`src/etfp_pkg.sv`:
```
// Shared types, register indexes and helpers for the escape-time fractal pixel unit.
package etfp_pkg;

    // Configuration register indexes
    localparam logic [2:0] CFG_PIXEL_STEP   = 3'd0;
    localparam logic [2:0] CFG_CENTER_TWICE = 3'd1;
    localparam logic [2:0] CFG_PAN_RE       = 3'd2;
    localparam logic [2:0] CFG_PAN_IM       = 3'd3;
    localparam logic [2:0] CFG_MANDEL_MODE  = 3'd4;
    localparam logic [2:0] CFG_JULIA_C_RE   = 3'd5;
    localparam logic [2:0] CFG_JULIA_C_IM   = 3'd6;

    // Colour packing
    localparam logic [31:0] COLOR_BASE = 32'h00FF_0080;
    localparam logic [31:0] COLOR_STEP = 32'd100000;

    typedef struct packed {
        logic [30:0]        pixel_step;
        logic [12:0]        center_twice;
        logic signed [31:0] pan_re;
        logic signed [31:0] pan_im;
        logic               mandel_mode;
        logic signed [31:0] julia_c_re;
        logic signed [31:0] julia_c_im;
    } t_cfg;

    // Datapath operations issued by the controller
    typedef enum logic [2:0] {
        OP_NONE,
        OP_LOAD,
        OP_MAP_MUL,
        OP_MAP_ADD,
        OP_IT_MUL,
        OP_IT_UPD
    } t_dp_op;

    typedef struct packed {
        t_dp_op op;
        logic   out_load;
    } t_dp_cmd;

    typedef struct packed {
        logic finish;
    } t_dp_sts;

    // Clamp a wide signed value to the signed 32-bit range
    function automatic logic signed [31:0] sat32(input logic signed [65:0] v);
        logic signed [31:0] r;
        if (v[65:31] == {35{1'b0}} || v[65:31] == {35{1'b1}}) begin
            r = v[31:0];
        end else if (v[65]) begin
            r = 32'sh8000_0000;
        end else begin
            r = 32'sh7FFF_FFFF;
        end
        return r;
    endfunction

endpackage

```
`src/etfp_ctrl.sv`:
```
// Controller state machine sequencing mapping, iteration and result hand-off.
module etfp_ctrl (
    input  logic              i_clk,
    input  logic              i_rst_n,
    input  logic              i_in_valid,
    output logic              o_in_stall,
    output logic              o_out_valid,
    input  logic              i_out_stall,
    input  etfp_pkg::t_dp_sts i_sts,
    output etfp_pkg::t_dp_cmd o_cmd
);

    typedef enum logic [2:0] {
        ST_IDLE,
        ST_MAP_MUL,
        ST_MAP_ADD,
        ST_IT_MUL,
        ST_IT_UPD,
        ST_HOLD
    } t_state;

    t_state r_state;
    t_state n_state;
    logic   r_out_valid;
    logic   n_out_valid;
    logic   w_out_free;
    logic   w_in_take;

    assign w_out_free  = !r_out_valid || !i_out_stall;
    assign w_in_take   = (r_state == ST_IDLE) && i_in_valid;
    assign o_in_stall  = (r_state != ST_IDLE);
    assign o_out_valid = r_out_valid;

    // Decode next state and datapath command
    always_comb begin
        n_state         = r_state;
        o_cmd.op        = etfp_pkg::OP_NONE;
        o_cmd.out_load  = 1'b0;
        case (r_state)
            ST_IDLE: begin
                if (w_in_take) begin
                    o_cmd.op = etfp_pkg::OP_LOAD;
                    n_state  = ST_MAP_MUL;
                end
            end
            ST_MAP_MUL: begin
                o_cmd.op = etfp_pkg::OP_MAP_MUL;
                n_state  = ST_MAP_ADD;
            end
            ST_MAP_ADD: begin
                o_cmd.op = etfp_pkg::OP_MAP_ADD;
                n_state  = ST_IT_MUL;
            end
            ST_IT_MUL: begin
                o_cmd.op = etfp_pkg::OP_IT_MUL;
                n_state  = ST_IT_UPD;
            end
            ST_IT_UPD: begin
                if (!i_sts.finish) begin
                    o_cmd.op = etfp_pkg::OP_IT_UPD;
                    n_state  = ST_IT_MUL;
                end else if (w_out_free) begin
                    o_cmd.out_load = 1'b1;
                    n_state        = ST_IDLE;
                end else begin
                    n_state = ST_HOLD;
                end
            end
            ST_HOLD: begin
                if (w_out_free) begin
                    o_cmd.out_load = 1'b1;
                    n_state        = ST_IDLE;
                end
            end
            default: begin
                n_state = ST_IDLE;
            end
        endcase
    end

    // Set valid on a fresh result, drop it once the word is taken
    always_comb begin
        n_out_valid = r_out_valid;
        if (o_cmd.out_load) begin
            n_out_valid = 1'b1;
        end else if (r_out_valid && !i_out_stall) begin
            n_out_valid = 1'b0;
        end
    end

    // Hold state and output valid
    always_ff @(posedge i_clk) begin
        if (!i_rst_n) begin
            r_state     <= ST_IDLE;
            r_out_valid <= 1'b0;
        end else begin
            r_state     <= n_state;
            r_out_valid <= n_out_valid;
        end
    end

endmodule

```
`config.mk`:
```
export PLATFORM = sky130hd
export DESIGN_NAME = etfp_ctrl
export DESIGN_NICKNAME = d
export VERILOG_FILES = /design/src/etfp_pkg.sv /design/src/etfp_ctrl.sv
export SDC_FILE = /design/constraint.sdc
export NUM_CORES = 1
export LEC_CHECK = 0
export ABC_AREA = 1
export BUFFER_PORTS_ARGS = -buffer_cell sky130_fd_sc_hd__buf_4
export CORE_AREA = 8 8 45 47
export DETAILED_ROUTE_END_ITERATION = 10
export DIE_AREA = 0 0 53 55
export SYNTH_ARGS = -nofsm -noshare
export SYNTH_HDL_FRONTEND = slang
export SYNTH_SLANG_ARGS = --single-unit
```
`constraint.sdc`:
```
create_clock -name i_clk -period 1 [get_ports i_clk]
set_input_delay 0.1 -clock i_clk [delete_from_list [all_inputs] [get_ports i_clk]]
set_output_delay 0.1 -clock i_clk [all_outputs]
set_load 0.05 [all_outputs]
```
==> results_dict.tcl <==
set metrics [dict create \
    cts_root_buf "clkbuf_4" \
    grt_usage_pct 6.765 \
    synth_cells 45 \
    grt_remaining_overflow 0 \
    num_rows 14 \
    num-nets-final 76 \
    p_total_uw 893.7 \
    worstPathRequired_ns 0.90 \
    synth_cell_types 12 \
    critPathMaxFanout 3 \
    arrival_ns 1.16 \
    gp_congestion 0.7888 \
    dpl-instance-area_um2 417.9 \
    numCtsBuffers 3 \
    violations "negative setup slack" \
    yosys.area.top_type_share_pct 30.33 \
    portBuffers 10 \
    status "complete, but fails checks" \
    die_h_um 55 \
    synthArstFlopShare_pct 0 \
    final_cell_area_um2 554.3 \
    rsz0062_at_grt "yes" \
    setup_viol_count_final 7 \
    die_x_um 53 \
    pwr_density_cell_nw_per_um2 1612 \
    grt_max_degree 6 \
    max_freq_mhz 793.7 \
    synth_enable_flop_cells 0 \
    clock_skew_ns 0.008167 \
    cts_tree "yes" \
    vias_per_cell 4.128 \
    min_path_type "in2reg" \
    synthToLayoutAreaGrowth_pct 110.0 \
    worst_pin_slew_ns 0.2083 \
    dp_hpwl_um 607.1 \
    synth_flop_cell "dfxtp_1" \
    n_fill_cell 148 \
    antenna_found_initial 0 \
    crit_path_end_kind "output pin" \
    maxCapViolCount 0 \
    start_kind "register" \
    synth_top_area_cell "dfxtp_1" \
    p_leak_nw 0.3014 \
    clk_pin_slew_worst_paths_ns 0.04 \
    grt_pass1_wl_um 1442 \
    report.final.slew_viol_count 0 \
    peakVddDrop_mv 0.6431 \
    n_antenna_cell 0 \
    netlist_area_um2 264.0 \
    hold_viol 0 \
    synthTopCellsByCount "nand2_1, inv_1, nor2_1" \
    htreeDepth 1 \
    io_pins 11 \
    utilization_pct 40.05 \
    synth_nets 50 \
    initial_core_util_pct 19.08 \
    path_class "reg2out" \
    drtAntennaViolNets 0 \
    min_period_ns 1.260 \
    drt-total-wl_um 873 \
    hold_buffers 0 \
    synth_seq_cells 4 \
    clockBufferDepth 2 \
    synth_area_leaders "dfxtp_1, nand2_1, inv_1" \
    dr.pass1.iters 4 \
    dieArea_um2 2915 \
    drc 0 \
    cts_sinks 4 \
    vias 355 \
    syn_avg_cell_area_um2 5.867 \
    wire_per_inst_um 10.15 \
    yosysMostFrequentCell "nand2_1" \
    seq_area_um2 87.58 \
    grt_pass1_vias 375 \
    multi_input_area_um2 185.2 \
    worstSkewPairLatency_ns 0.23 \
    setup_slack_ns -0.2599 \
    maxSlewHeadroom_pct 86.05 \
    synth_warnings 0 \
    drt-initial-drc-count 3 \
    finalCritPeriodShare_pct 126.0 \
    drive_gt1_share_pct 61.43 \
    ys_seq_area_share_pct 30.33 \
    core_um2 1384 \
]
[timing repair]
| item | CTS | global route |
|---|---|---|
| buffers inserted | 4 | 1 |
| setup endpoints to repair | 7 | 8 |
| resized for setup | 17 | 7 |
| pin swaps | 9 | 4 |
[per-stage QoR]
step | setup WS, ns | hold WS, ns | instances | setup TNS, ns
global placement | -0.03648 | 0.3147 | 77 | -0.08173
floorplan | -0.09624 | 0.1970 | 45 | -0.09624
CTS | -0.2530 | 0.07023 | 85 | -1.152
detailed placement | -0.06175 | 0.3192 | 77 | -0.1501
global route | -0.3375 | 0.06902 | 86 | -1.807
finish | -0.2599 | 0.07467 | 86 | -1.269
[logic make-up after synthesis]
kind of cell	after synthesis	share of synthesized area, %
buf+inv	9	14.22
flops	4	30.33
compound gates	3	9.004
simple gates	29	46.45
[registers in the layout (all words and copies together), names as in the netlist]
| name | cells |
|---|---|
| o_out_valid | 1 |
| r_state | 3 |
[layout by cell type (no fill, tap or decap), types with 2 or more instances in the layout]
cell type / synthesis / routed
inv_2: 0 / 2
nand2_2: 1 / 5
clkbuf_4: 0 / 3
buf_6: 0 / 5
nand2_1: 15 / 11
nand3_1: 4 / 3
buf_8: 0 / 2
dfxtp_2: 0 / 3
buf_4: 1 / 15
nor2_1: 7 / 6
inv_1: 8 / 4
nor2_4: 0 / 2
[metal layers]
layer  wire, µm  vias to the layer above  global-route usage (%)
met1        297                      155                   5.900
met3         27                        4                   2.139
met5          0                        -                       0
met4         37                        0                   7.759
li1           -                      185                       -
met2        510                       11                   11.52
[report_power, final]
group | switching [mW] | leakage [nW] | internal, mW | total [mW]
sequential | 0.0165 | 0.0346 | 0.177 | 0.193
clock | 0.0661 | 0.0150 | 0.150 | 0.216
combinational | 0.274 | 0.252 | 0.211 | 0.485
total | 0.356 | 0.301 | 0.537 | 0.894
[cell type report]
cell class	instances	area share (%)
flip-flops and latches	4	15.80
repair buffers	22	35.89
inverters	8	6.546
multi-input cells	32	33.41
well taps	16	3.612
clock buffers	4	4.740
[final timing paths]
check / from / to / slack, ns / depth (start not counted)
hold / removal: i_rst_n / r_state[2]$_SDFFE_PN0P_ / 0.07 / 3
hold reg to reg: o_out_valid$_SDFFE_PN0P_ / o_out_valid$_SDFFE_PN0P_ / 0.61 / 4
setup reg to reg: r_state[0]$_SDFFE_PN0P_ / r_state[1]$_SDFFE_PN0P_ / -0.23 / 8
setup / recovery: r_state[0]$_SDFFE_PN0P_ / o_cmd[1] / -0.26 / 6
[critical path, stage by stage (launching register included)]
cell     delay [ns]
dfxtp_2        0.33
inv_2          0.08
nand2_2        0.10
nor2_4         0.11
nand2_2        0.08
o21ai_2        0.07
buf_6          0.17
Power figures use the tool's default switching activity.
